`config.mk`:
```
export PLATFORM = sky130hd
export DESIGN_NAME = hotp_code_generator
export DESIGN_NICKNAME = d
export VERILOG_FILES = /design/src/rtl/core/hotp_pkg.sv /design/src/rtl/core/hotp_sha1_core.sv /design/src/rtl/core/hotp_mod_unit.sv /design/src/rtl/core/hotp_code_generator.sv
export SDC_FILE = /design/constraint.sdc
export NUM_CORES = 2
export LEC_CHECK = 0
export BUFFER_PORTS_ARGS = -buffer_cell sky130_fd_sc_hd__buf_2
export CAP_MARGIN = 20
export CORE_MARGIN = 2
export CORE_UTILIZATION = 57
export DETAILED_ROUTE_END_ITERATION = 8
export GPL_TIMING_DRIVEN = 0
export PLACE_DENSITY_LB_ADDON = 0.2
export SLEW_MARGIN = 20
export SYNTH_ARGS = -nofsm -noshare
export SYNTH_HDL_FRONTEND = slang
export SYNTH_SLANG_ARGS = --single-unit
```
`constraint.sdc`:
```
create_clock -name clk -period 12.59 [get_ports clk]
set_clock_uncertainty 0.1 [all_clocks]
set_input_delay 3.777 -clock clk [delete_from_list [all_inputs] [get_ports clk]]
set_output_delay 3.777 -clock clk [all_outputs]
set_load 0.02 [all_outputs]
```
`src/rtl/core/hotp_pkg.sv`:
```
// Shared constants and helpers for the HOTP code generator.
`default_nettype none
package hotp_pkg;
  localparam int MAX_KEY_BYTES_DEF = 20;
  localparam int CFG_IDX_W = 3;
  localparam int CFG_DATA_W = 64;

  typedef enum logic [CFG_IDX_W-1:0] {
    REG_KEY_0_7   = 3'd0,
    REG_KEY_8_15  = 3'd1,
    REG_KEY_16_19 = 3'd2,
    REG_KEY_LEN   = 3'd3,
    REG_DIGITS    = 3'd4,
    REG_HEX       = 3'd5
  } cfg_reg_t;

  localparam logic [159:0] SHA1_IV =
    160'h67452301_EFCDAB89_98BADCFE_10325476_C3D2E1F0;
  localparam logic [7:0] IPAD = 8'h36;
  localparam logic [7:0] OPAD = 8'h5C;
  localparam logic [31:0] PAD_WORD = 32'h8000_0000;
  localparam logic [31:0] INNER_BITS = 32'd576;  // 72-byte message
  localparam logic [31:0] OUTER_BITS = 32'd672;  // 84-byte message

  // Power of ten for 1..9 digits.
  function automatic logic [29:0] dec_pow(input logic [3:0] nd);
    logic [29:0] p;
    p = 30'd1;
    case (nd)
      4'd1: p = 30'd10;
      4'd2: p = 30'd100;
      4'd3: p = 30'd1000;
      4'd4: p = 30'd10000;
      4'd5: p = 30'd100000;
      4'd6: p = 30'd1000000;
      4'd7: p = 30'd10000000;
      4'd8: p = 30'd100000000;
      4'd9: p = 30'd1000000000;
      default: p = 30'd1;
    endcase
    return p;
  endfunction
endpackage
`default_nettype wire

```
`src/rtl/core/hotp_sha1_core.sv`:
```
// SHA-1 compression unit: one round per cycle over a 16-word schedule window.
`default_nettype none
module hotp_sha1_core (
  input  wire logic         clk,
  input  wire logic         rst_n,
  input  wire logic         start,
  input  wire logic         load_iv,
  input  wire logic [511:0] blk,
  output logic              done,
  output logic [159:0]      h_out
);
  logic [31:0]  win_r [16];
  logic [31:0]  a_r, b_r, c_r, d_r, e_r;
  logic [159:0] h_r;
  logic [6:0]   round_r;
  logic         busy_r, done_r;
  logic [159:0] h_base;
  logic [31:0]  f, k, t, w_new, sx;

  assign h_base = load_iv ? hotp_pkg::SHA1_IV : h_r;
  assign sx = win_r[13] ^ win_r[8] ^ win_r[2] ^ win_r[0];
  assign w_new = {sx[30:0], sx[31]};

  always_comb begin
    if (round_r < 7'd20) begin
      f = (b_r & c_r) | (~b_r & d_r); k = 32'h5A827999;
    end else if (round_r < 7'd40) begin
      f = b_r ^ c_r ^ d_r; k = 32'h6ED9EBA1;
    end else if (round_r < 7'd60) begin
      f = (b_r & c_r) | (b_r & d_r) | (c_r & d_r); k = 32'h8F1BBCDC;
    end else begin
      f = b_r ^ c_r ^ d_r; k = 32'hCA62C1D6;
    end
    t = {a_r[26:0], a_r[31:27]} + f + e_r + k + win_r[0];
  end

  always_ff @(posedge clk) begin
    if (!rst_n) begin
      busy_r <= 1'b0;
      done_r <= 1'b0;
      round_r <= '0;
    end else begin
      done_r <= busy_r && !start && (round_r == 7'd79);
      if (start) begin
        busy_r <= 1'b1;
        round_r <= '0;
      end else if (busy_r) begin
        round_r <= round_r + 7'd1;
        if (round_r == 7'd79) begin
          busy_r <= 1'b0;
        end
      end
    end
  end

  always_ff @(posedge clk) begin
    if (start) begin
      for (int i = 0; i < 16; i++) win_r[i] <= blk[511-32*i -: 32];
      a_r <= h_base[159:128];
      b_r <= h_base[127:96];
      c_r <= h_base[95:64];
      d_r <= h_base[63:32];
      e_r <= h_base[31:0];
      h_r <= h_base;
    end else if (busy_r) begin
      for (int i = 0; i < 15; i++) win_r[i] <= win_r[i+1];
      win_r[15] <= w_new;
      a_r <= t;
      b_r <= a_r;
      c_r <= {b_r[1:0], b_r[31:2]};
      d_r <= c_r;
      e_r <= d_r;
      if (round_r == 7'd79) begin
        h_r <= {h_r[159:128] + t, h_r[127:96] + a_r,
                h_r[95:64] + {b_r[1:0], b_r[31:2]}, h_r[63:32] + c_r,
                h_r[31:0] + d_r};
      end
    end
  end

  assign done = done_r;
  assign h_out = h_r;
endmodule
`default_nettype wire

```
`src/rtl/core/hotp_mod_unit.sv`:
```
// Decimal remainder unit: strips digits above the kept count, one compare-subtract per cycle.
`default_nettype none
module hotp_mod_unit (
  input  wire logic        clk,
  input  wire logic        rst_n,
  input  wire logic        start,
  input  wire logic [30:0] dividend,
  input  wire logic [3:0]  digits,
  output logic             done,
  output logic [30:0]      rem
);
  logic [30:0] rem_r;
  logic [3:0]  pos_r, last_r;
  logic [1:0]  step_r;
  logic        busy_r, done_r;
  logic        last_step;
  logic [29:0] pw;
  logic [32:0] part;
  logic [33:0] diff;

  // each decimal position is cleared by trying 8, 4, 2 and 1 times its power
  assign pw = hotp_pkg::dec_pow(pos_r);
  assign last_step = (step_r == 2'd3) && (pos_r == last_r);

  always_comb begin
    case (step_r)
      2'd0: part = {pw, 3'b000};
      2'd1: part = {1'b0, pw, 2'b00};
      2'd2: part = {2'b00, pw, 1'b0};
      default: part = {3'b000, pw};
    endcase
  end

  assign diff = {3'b000, rem_r} - {1'b0, part};

  always_ff @(posedge clk) begin
    if (!rst_n) begin
      busy_r <= 1'b0;
      done_r <= 1'b0;
      pos_r <= '0;
      step_r <= '0;
    end else begin
      done_r <= busy_r && !start && last_step;
      if (start) begin
        busy_r <= 1'b1;
        pos_r <= 4'd9;
        step_r <= '0;
      end else if (busy_r) begin
        step_r <= step_r + 2'd1;
        if (step_r == 2'd3) begin
          if (pos_r == last_r) busy_r <= 1'b0;
          else pos_r <= pos_r - 4'd1;
        end
      end
    end
  end

  always_ff @(posedge clk) begin
    if (start) begin
      rem_r <= dividend;
      last_r <= digits;
    end else if (busy_r && !diff[33]) begin
      rem_r <= diff[30:0];
    end
  end

  assign done = done_r;
  assign rem = rem_r;
endmodule
`default_nettype wire

```
`src/rtl/core/hotp_code_generator.sv`:
```
// Top level of the HOTP code generator: config, sequencer, truncation.
`default_nettype none
// Each request carries a 64-bit moving counter and yields one code. The
// counter is authenticated with HMAC-SHA1 under the configured key, the
// RFC 4226 dynamic truncation picks a 31-bit value, and that value is cut
// to the clamped digit count (decimal remainder or hex mask). Four SHA-1
// compressions run on one shared round unit, each a load, 80 rounds and a
// handoff. Hex codes and ten-digit decimal codes skip the remainder unit.
// Decimal codes under ten digits go through it, and it clears each decimal
// position above the kept count in turn. A stalled output register delays
// the handoff of the code. in_stall stays high from acceptance until the
// code is handed to the output register.
// Configuration must be written while no request is in flight.
module hotp_code_generator #(
  parameter int MAX_KEY_BYTES = hotp_pkg::MAX_KEY_BYTES_DEF
) (
  input  wire logic                            clk,
  input  wire logic                            rst_n,
  input  wire logic                            in_valid,
  output logic                                 in_stall,
  input  wire logic [63:0]                     in_moving_count,
  output logic                                 out_valid,
  input  wire logic                            out_stall,
  output logic [30:0]                          out_otp_value,
  output logic [3:0]                           out_digits_used,
  input  wire logic                            cfg_we,
  input  wire logic [hotp_pkg::CFG_IDX_W-1:0]  cfg_index,
  input  wire logic [hotp_pkg::CFG_DATA_W-1:0] cfg_wdata
);
  typedef enum logic [7:0] {
    S_IDLE  = 8'b0000_0001,
    S_IN1   = 8'b0000_0010,
    S_IN2   = 8'b0000_0100,
    S_OUT1  = 8'b0000_1000,
    S_OUT2  = 8'b0001_0000,
    S_TRUNC = 8'b0010_0000,
    S_MOD   = 8'b0100_0000,
    S_FIN   = 8'b1000_0000
  } state_t;

  state_t state_r;
  logic [63:0]  key0_r, key1_r, ctr_r;
  logic [31:0]  key2_r;
  logic [4:0]   klen_r;
  logic [3:0]   ndig_r;
  logic         hex_r;
  logic [159:0] dig_r;
  logic [30:0]  val_r, otp_r;
  logic [3:0]   digits_r;
  logic         out_valid_r, start_r, mod_start_r;
  logic         fin_load;

  // key and configuration registers
  always_ff @(posedge clk) begin
    if (!rst_n) begin
      key0_r <= '0;
      key1_r <= '0;
      key2_r <= '0;
      klen_r <= 5'd20;
      ndig_r <= 4'd6;
      hex_r  <= 1'b0;
    end else if (cfg_we) begin
      unique case (cfg_index)
        hotp_pkg::REG_KEY_0_7:   key0_r <= cfg_wdata;
        hotp_pkg::REG_KEY_8_15:  key1_r <= cfg_wdata;
        hotp_pkg::REG_KEY_16_19: key2_r <= cfg_wdata[31:0];
        hotp_pkg::REG_KEY_LEN:   klen_r <= cfg_wdata[4:0];
        hotp_pkg::REG_DIGITS:    ndig_r <= cfg_wdata[3:0];
        hotp_pkg::REG_HEX:       hex_r  <= cfg_wdata[0];
        default: ;
      endcase
    end
  end

  // masked key, padded with zero bytes past the effective length
  logic [4:0]   klen_eff;
  logic [159:0] key_all, key_msk;
  assign klen_eff = (klen_r > 5'(MAX_KEY_BYTES)) ? 5'(MAX_KEY_BYTES) : klen_r;
  assign key_all = {key0_r, key1_r, key2_r};
  always_comb begin
    for (int i = 0; i < 20; i++)
      key_msk[159-8*i -: 8] = (5'(i) < klen_eff) ? key_all[159-8*i -: 8] : 8'h00;
  end

  // block fed to the compression unit in each phase
  logic [511:0] blk;
  logic         load_iv;
  always_comb begin
    blk = '0;
    load_iv = 1'b0;
    unique case (state_r)
      S_IN1: begin
        blk = {key_msk ^ {20{hotp_pkg::IPAD}}, {44{hotp_pkg::IPAD}}};
        load_iv = 1'b1;
      end
      S_IN2:  blk = {ctr_r, hotp_pkg::PAD_WORD, 384'h0, hotp_pkg::INNER_BITS};
      S_OUT1: begin
        blk = {key_msk ^ {20{hotp_pkg::OPAD}}, {44{hotp_pkg::OPAD}}};
        load_iv = 1'b1;
      end
      S_OUT2: blk = {dig_r, hotp_pkg::PAD_WORD, 288'h0, hotp_pkg::OUTER_BITS};
      default: ;
    endcase
  end

  logic         sha_done;
  logic [159:0] sha_h;
  hotp_sha1_core u_sha (
    .clk     (clk),
    .rst_n   (rst_n),
    .start   (start_r),
    .load_iv (load_iv),
    .blk     (blk),
    .done    (sha_done),
    .h_out   (sha_h)
  );

  // digit clamp
  logic [3:0] nd;
  always_comb begin
    if (ndig_r == 4'd0) nd = 4'd1;
    else if (hex_r && ndig_r > 4'd8) nd = 4'd8;
    else if (!hex_r && ndig_r > 4'd10) nd = 4'd10;
    else nd = ndig_r;
  end

  // dynamic truncation: offset from low nibble of the last byte,
  // top bit of the selected word dropped
  logic [3:0]  off;
  logic [7:0]  top_bit;
  logic [30:0] trunc, hex_mask;
  assign off = dig_r[3:0];
  assign top_bit = 8'd158 - {1'b0, off, 3'b000};
  assign trunc = dig_r[top_bit -: 31] ;
  assign hex_mask = ~(31'h7FFF_FFFF << {nd, 2'b00});

  logic        mod_done;
  logic [30:0] mod_rem;
  hotp_mod_unit u_mod (
    .clk      (clk),
    .rst_n    (rst_n),
    .start    (mod_start_r),
    .dividend (val_r),
    .digits   (nd),
    .done     (mod_done),
    .rem      (mod_rem)
  );

  // output register takes the code once it is empty or being drained
  assign fin_load = (state_r == S_FIN) && (!out_valid_r || !out_stall);

  always_ff @(posedge clk) begin
    if (!rst_n) begin
      state_r <= S_IDLE;
      start_r <= 1'b0;
      mod_start_r <= 1'b0;
      out_valid_r <= 1'b0;
    end else begin
      start_r <= (state_r == S_IDLE && in_valid) ||
                 (sha_done && (state_r == S_IN1 || state_r == S_IN2 ||
                               state_r == S_OUT1));
      mod_start_r <= (state_r == S_TRUNC) && !hex_r && (nd != 4'd10);
      out_valid_r <= fin_load || (out_valid_r && out_stall);
      unique case (state_r)
        S_IDLE:  if (in_valid) state_r <= S_IN1;
        S_IN1:   if (sha_done) state_r <= S_IN2;
        S_IN2:   if (sha_done) state_r <= S_OUT1;
        S_OUT1:  if (sha_done) state_r <= S_OUT2;
        S_OUT2:  if (sha_done) state_r <= S_TRUNC;
        S_TRUNC: begin
          if (!hex_r && nd != 4'd10) state_r <= S_MOD;
          else state_r <= S_FIN;
        end
        S_MOD:   if (mod_done) state_r <= S_FIN;
        S_FIN:   if (fin_load) state_r <= S_IDLE;
        default: state_r <= S_IDLE;
      endcase
    end
  end

  // datapath registers
  always_ff @(posedge clk) begin
    if (state_r == S_IDLE && in_valid) ctr_r <= in_moving_count;
    if (sha_done && (state_r == S_IN2 || state_r == S_OUT2)) dig_r <= sha_h;
    if (state_r == S_TRUNC) begin
      // hex keeps 4 bits per digit; 8 digits masks nothing
      val_r <= (hex_r && nd != 4'd8) ? (trunc & hex_mask) : trunc;
    end
    if (state_r == S_MOD && mod_done) val_r <= mod_rem;
    if (fin_load) begin
      otp_r <= val_r;
      digits_r <= nd;
    end
  end

  assign in_stall = (state_r != S_IDLE);
  assign out_valid = out_valid_r;
  assign out_otp_value = otp_r;
  assign out_digits_used = digits_r;
endmodule
`default_nettype wire
```
* Word level (Yosys, flattened, before mapping)
Memory sizes are Yosys's and may differ from the RTL's.
Cells that the tools add are included.
W data, S select, Z words.
** Operators by class
- Add/subtract/negate cells :: 14
- Order comparisons :: 26
- Equality and inequality tests :: 29
- Shifts and indexed selects :: 2
- Muxes and demuxes :: 93
- Bitwise gates (word level) :: 35
- Reduce and logical (&&, ||, !) cells :: 52
** Operators with widths (count)
- $pmux W512 S4 :: 1
- $mux W32 :: 31
- $mux W160 :: 4
- $add A32 B32 Y32 :: 9
- $mux W8 :: 28
- $shiftx A190 B9 Y31 :: 1
- $mux W31 :: 6
- $not A80 Y80 :: 2
- $xor A32 B32 Y32 :: 5
- $and A32 B32 Y32 :: 4
- $pmux W33 S3 :: 1
- $or A32 B32 Y32 :: 3
- $pmux W8 S8 :: 1
- $lt A4 B5 Y1 const A :: 8
- $sub A31 B33 Y34 :: 1
- $not A32 Y32 :: 1
- $and A31 B31 Y31 :: 1
- $not A31 Y31 :: 1
- $shl A31 B6 Y31 const A :: 1
- $mux W4 :: 7
- $lt A3 B5 Y1 const A :: 4
- $lt A5 B5 Y1 const A :: 4
- $logic_and A1 B1 Y1 :: 18
- $or A1 B1 Y1 :: 16
- other kinds (42) :: 93
** Storage, ports and cells
- Register bits :: 843
- RAM bits :: 512
- Memory bits (read-only) :: 480
- Bits of input ports :: 136
- Output and inout port bits :: 37
- Logic and storage cells :: 284
- Memories kept :: 2
** Memory list
- u_sha.win_r :: depth 16, bits a word 32, rd ports 16, clocked after Yosys merged registers in 0, write ports 16, RTL line hotp_sha1_core.sv:12 : logic [31:0] win_r [16];
- (no name shown) :: depth 16, bits a word 30, rd ports 1, clocked after Yosys merged registers in 0, write ports 0, RTL line hotp_pkg.sv:29 : case (nd)

* Longest topological paths before layout
- Word-level depth :: 14
- Gate-level depth with buffers :: 36
- Depth with buffers taken out :: 35

* By module
Synthesis repeated with hierarchy kept, for this count alone.
** Second synthesis, totals
- Cells, all modules :: 6843
- Area, all modules :: 76784.9 sq um
** Modules (own cells, without submodules)
- hotp_sha1_core :: times used 1, cells an instance 3957, area each 48398.9 sq um, sequential area each 25164.1 sq um
- hotp_code_generator :: times used 1, cells an instance 2262, area each 23587.6 sq um, sequential area each 12331.8 sq um
- hotp_mod_unit :: times used 1, cells an instance 624, area each 4798.4 sq um, sequential area each 1211.2 sq um

* Least setup slack after synthesis
No wires, ideal clock.
- Kind :: register -> register
- From :: reg u_sha.busy_r
- To :: reg u_sha.h_r[0], in the netlist u_sha.h_out[0] (enable)
- Setup time :: 0.900 ns
- Arrival time :: 11.996 ns
- Data required time :: 11.590 ns
- Setup slack :: -0.406 ns
- Cell stages (with the launch flop) :: 4
- Buffers on the path :: 1
- Clock period less this slack :: 12.996 ns
- Cell sequence :: dfxtp_1 -> clkbuf_1 -> nand4_1 -> o21ai_0
** Between the ends
- Word-level cells in the longest chain between the ends :: 2
** Ends and longest elaborated chain
- start, declared :: RTL line hotp_sha1_core.sv:16 : logic busy_r, done_r;
- start signal, assigned :: RTL line hotp_sha1_core.sv:39 : busy_r <= 1'b0;
- start signal, assigned :: RTL line hotp_sha1_core.sv:45 : busy_r <= 1'b1;
- start signal, assigned :: RTL line hotp_sha1_core.sv:50 : busy_r <= 1'b0;
- $reduce_bool A2 Y1 (no line)
- $reduce_and A2 Y1 (no line)
- end signal, assigned :: RTL line hotp_sha1_core.sv:64 : h_r <= h_base;
- end signal, assigned :: RTL line hotp_sha1_core.sv:74 : h_r <= {h_r[159:128] + t, h_r[127:96] + a_r,
- end, declared :: RTL line hotp_sha1_core.sv:14 : logic [159:0] h_r;
No other way between the ends.
A chain may end at the register's enable or synchronous reset.

* Final worst setup path
- From :: reg u_sha.round_r[4]
- To :: reg u_sha.h_r[159], in the netlist u_sha.h_out[159] (data pin)
** Between the ends
- Word-level cells in the longest chain between the ends :: 12
- Elaborated cells between the ends (all ways) :: 17
- Classes of those cells :: add/sub (5); order compare (3); mux (9)
** Ends and longest elaborated chain
- start, declared :: RTL line hotp_sha1_core.sv:15 : logic [6:0] round_r;
- start signal, assigned :: RTL line hotp_sha1_core.sv:48 : round_r <= round_r + 7'd1;
- $lt A7 B6 Y1 :: RTL line hotp_sha1_core.sv:29 : end else if (round_r < 7'd60) begin
- $mux W32 :: RTL line hotp_sha1_core.sv:29
- $mux W32 :: RTL line hotp_sha1_core.sv:27 : end else if (round_r < 7'd40) begin
- $mux W32 :: RTL line hotp_sha1_core.sv:25 : if (round_r < 7'd20) begin
- $add A32 B32 Y32 (2 in series) :: RTL line hotp_sha1_core.sv:34 : t = {a_r[26:0], a_r[31:27]} + f + e_r + k + win_r[0];
- $add A32 B32 Y32 * (2 in series) :: RTL line hotp_sha1_core.sv:34
- $add A32 B32 Y32 * :: RTL line hotp_sha1_core.sv:74
- $mux W160 * :: RTL line hotp_sha1_core.sv:73 : if (round_r == 7'd79) begin
- $mux W160 * :: RTL line hotp_sha1_core.sv:65 : end else if (busy_r) begin
- $mux W160 * :: RTL line hotp_sha1_core.sv:57 : if (start) begin
Mark *: on every way between the ends. The rest lies on a longest branch, timed or not. The select of a mux whose other input is x is not followed.

==> results.tsv <==
stage	metric	value	unit
setup_path	crit end category	register	
clocking	Reg clk slew, reported paths	0.06	ns
routing	Initial DRC Count	10849	
min_path	worst hold path startpoint	val_r[3]	
logic_synthesis	Cell Area, Synth	0.0741	mm^2
floorplanning	DIE AREA	0.133	mm^2
grt	antenna violations before repair	30	
logic_synthesis	Yosys cell types	89	
setup_path	FF-to-FF path depth	30	
floorplanning	Die Y	364	um
pwr	switching power	8.76	mW
final_layout	# fillers	10327	
pwr	Leakage	31.7	nW
sta	Slew Limit Fails	0	
routing	Avg Vias per Cell	6.78	
clocking	TritonCTS Sinks	1355	
logic_synthesis	post-synth top area cell	edfxtp_1	
setup_path	Worst R2R Start	u_sha.round_r[4]	
run_status	failing checks	DRC	
logic_synthesis	fraction of registers with async set/reset	0	%
pwr	switching share of total power	39.8	%
logic_synthesis	post-synthesis simple-gate area fraction	10.3	%
routing	drt wl/cell	34.3	um
clocking	CTS tree	done	
logic_synthesis	synth cell count leaders	edfxtp_1, nand2_1, o21ai_0, a21oi_1, nor2_1	
placement	pre-CTS setup slack	2.80	ns
setup_path	Crit Reg-Reg Endpoint	u_sha.h_out[159]	
grt	largest net degree at the start of global routing	59	
clocking	htree depth	4	
placement	Placed Cells	8890	
logic_synthesis	register area share after synthesis	52.3	%
placement	final RePlAce weighted congestion	1.13	
routing	via count	62184	
grt	first-pass GRT wire length	430000	um
logic_synthesis	Main synth FF type	edfxtp_1	
setup_path	CP arrival	10.63	ns
logic_synthesis	most common cell in the synthesized netlist	edfxtp_1	
clocking	Setup Buffers After CTS	0	
pwr	P per Cell Area	264	mW/mm^2
sta	final worst path period share	80.9	%
placement	I/O Buffers	170	
setup_path	Max stage delay on crit path	0.75	ns
pwr	Max IR drop VDD	1010	uV
setup_path	worst-path maximum fanout	10	
flow_run	MaxCap Viol Count	0	
logic_synthesis	top cells by area, synth	edfxtp_1, dfxtp_1, ha_1, nand2_1, o21ai_0	
floorplanning	core area	0.129	mm^2
setup_path	reg-to-reg setup timing slack	2.40	ns
pwr	clock network fraction of design power	21.4	%
floorplanning	chip width	364	um
routing	Residual DRC	17	
clocking	post_cts resized	0	
logic_synthesis	Mapped Avg Cell Area	10.7	um^2
final_layout	layout cells sized above 1	7.76	%
setup_path	crit path kind	register to register	
pwr	PnR Total Power	22.0	mW
clocking	Root Driver	clkbuf_16	
floorplanning	Initial Utilization	57.3	%
clocking	Clock Latency Late Sink	0.83	ns
setup_path	CP most frequent cell	inv_1	
pwr	logic gate share of total power	48.0	%
routing	Routed Antenna Nets	0	
logic_synthesis	mux cell area share after synthesis	3.47	%
min_path	Hold Path Class	register to register	
min_path	hold path depth	0	
routing	Routed WL	315000	um
grt	vias in the first global route	56918	
logic_synthesis	Synth warnings	0	
routing	drt first pass iters	9	
setup_path	slowest CP cell	clkbuf_1	
clocking	deepest clock path buffer count	3	
pwr	share of power burned in registers	30.6	%
logic_synthesis	number of synthesized flops with an enable pin	1157	
logic_synthesis	Yosys top cell area share	46.9	%
clocking	Num CTS Buffers	149	
logic_synthesis	Post-Synth Adder-Cell Area	7.89	%
final_layout	Final #Nets	7829	
pwr	Power Internal	13.2	mW
sta	relative slew slack	16.2	%
logic_synthesis	Synth Net Count	7470	
final_layout	Final Non-Filler Cells	9178	
grt	grt total ovfl	0	
floorplanning	IO Count	173	
grt	all-layer global routing usage	46.9	%
setup_path	Crit path max-delay family	compound AO/OA/AOI/OAI gates	
placement	DP Wirelength	244000	um
sta	final setup fails	0	
logic_synthesis	compound-cell area share of the yosys netlist	18.4	%
floorplanning	Cell Rows	132	
logic_synthesis	cells after synthesis	6942	
setup_path	Crit path required time	13.03	ns
sta	final hold vios	0	
sta	Setup WS post-layout	2.40	ns
sta	Tmin final	10.19	ns
run_status	status	complete, but fails checks	
sta	worst slew pin tran	1.26	ns
setup_path	Critical Path Source Type	register	
final_layout	area delta synth->final	12.5	%
sta	Max Clk Rate	0.0981	GHz
sta	RSZ-0062 raised after global routing	no	
clocking	Hold-fix buffers, CTS	0	
logic_synthesis	flops & latches, synth	1355	
setup_path	crit path buf inv count	5	
logic_synthesis	largest family of logic cells by synthesized area	compound AO/OA/AOI/OAI gates	
final_layout	Final Util	64.5	%
min_path	Hold EP	out_otp_value[3]	
logic_synthesis	Synth Area in XOR/XNOR	3.47	%
stage by stage:
step                cell area (um^2)  TNS (ns)  hold WS [ns]
floorplan                      74100         0         0.320
global route                   83300         0         0.371
finish                         83300         0         0.355
CTS                            83200         0         0.353
detailed placement             78000         0         0.340
global placement               77100  -2884.90         0.339
placed cells by master, fill, tap and decap left out, types with 36 or more instances in the layout:
cell,instances
clkbuf_1,372
edfxtp_1,1157
nand2_1,859
fa_1,125
nor2b_1,91
nor2_1,496
a21o_1,140
xnor2_1,152
mux4_2,41
o21a_1,99
nor3_1,43
buf_2,182
a211oi_1,49
and2_1,59
nand3_1,54
buf_1,36
a21oi_1,503
o22a_1,55
a222oi_1,40
o21ai_0,513
ha_1,267
a22o_1,36
xor2_1,139
inv_1,396
a21boi_0,185
dfxtp_1,198
a31oi_1,137
mux2i_1,133
clkbuf_16,151
nand2b_1,49
a221oi_1,47
cells by family after synthesis:
group	Yosys count
AOI/OAI and AO/OA	2115
xor gates and xnor gates	292
adders and majority gates	392
buffers and inverters	810
DFF	1355
muxes	202
and+or+nand+nor	1776
power by group through the flow:
| stage | Combinational [mW] | Clock [mW] | Sequential [mW] |
|---|---|---|---|
| final | 10.6 | 4.71 | 6.74 |
| after global routing | 11.6 | 4.87 | 6.73 |
| after CTS | 10.3 | 4.69 | 6.68 |
| after detailed placement | 10.2 | 0 | 6.77 |
| after global placement | 9.85 | 0 | 6.93 |
| after floorplan | 7.92 | 0 | 6.53 |
flip-flops by register name, summed over array words and instances, names as in the netlist, 2 cells and up:
register and cells:
u_sha.round_r 7, state_r 8, dig_r 160, u_mod.rem 31, ctr_r 64, klen_r 5
out_otp_value 31, u_sha.win_r 512, key1_r 64, out_digits_used 4, u_mod.pos_r 4, u_sha.b_r 32
key2_r 32, u_mod.step_r 2, key0_r 64, ndig_r 4, u_sha.h_out 160, u_mod.last_r 4
val_r 31, u_sha.c_r 32, u_sha.d_r 32, u_sha.e_r 32, u_sha.a_r 32
metal layers:
layer,share of wire (%),vias up,GRT usage (%)
li1,-,26061,-
met1,35,30117,59.7
met2,40,4881,65.2
met3,15,1101,17.2
met4,9.5,24,35.2
met5,0.088,-,0.327
worst reg2reg max path, delay by kind of cell, from the launching register on:
| family | cells | cell delay (ns) |
|---|---|---|
| buffers and inverters | 5 | 1.28 |
| and+or+nand+nor | 3 | 0.73 |
| AOI/OAI and AO/OA | 15 | 4.68 |
| adders and majority gates | 5 | 2.34 |
| DFF | 1 | 0.37 |
| xor gates and xnor gates | 2 | 0.40 |
area by class of cell:
| class | instances | area [um^2] | area share [%] |
|---|---|---|---|
| multi-input combinational | 4777 | 32400 | 38.9 |
| antenna | 10 | 25.0 | 0.0300 |
| clock buffer | 171 | 3870 | 4.65 |
| timing repair buffer | 208 | 1720 | 2.06 |
| buffer | 411 | 1570 | 1.88 |
| inverter | 399 | 1500 | 1.80 |
| tap | 1742 | 2180 | 2.62 |
| clock inverter | 105 | 1340 | 1.61 |
| sequential | 1355 | 38700 | 46.5 |
worst max-delay path by stage:
stage,start,to,slack (ns),cells past startpoint
3_3_place_gp,start_r,u_sha.win_r[0][295],-4.12,6
3_5_place_dp,u_sha.round_r[4],u_sha.h_out[159],2.80,30
5_1_grt,u_sha.round_r[4],u_sha.h_out[159],2.18,30
2_1_floorplan,start_r,u_sha.a_r[0],2.11,6
6_report,u_sha.round_r[4],u_sha.h_out[159],2.40,30
4_1_cts,u_sha.round_r[4],u_sha.h_out[159],2.74,30
Power figures use the tool's default switching activity.
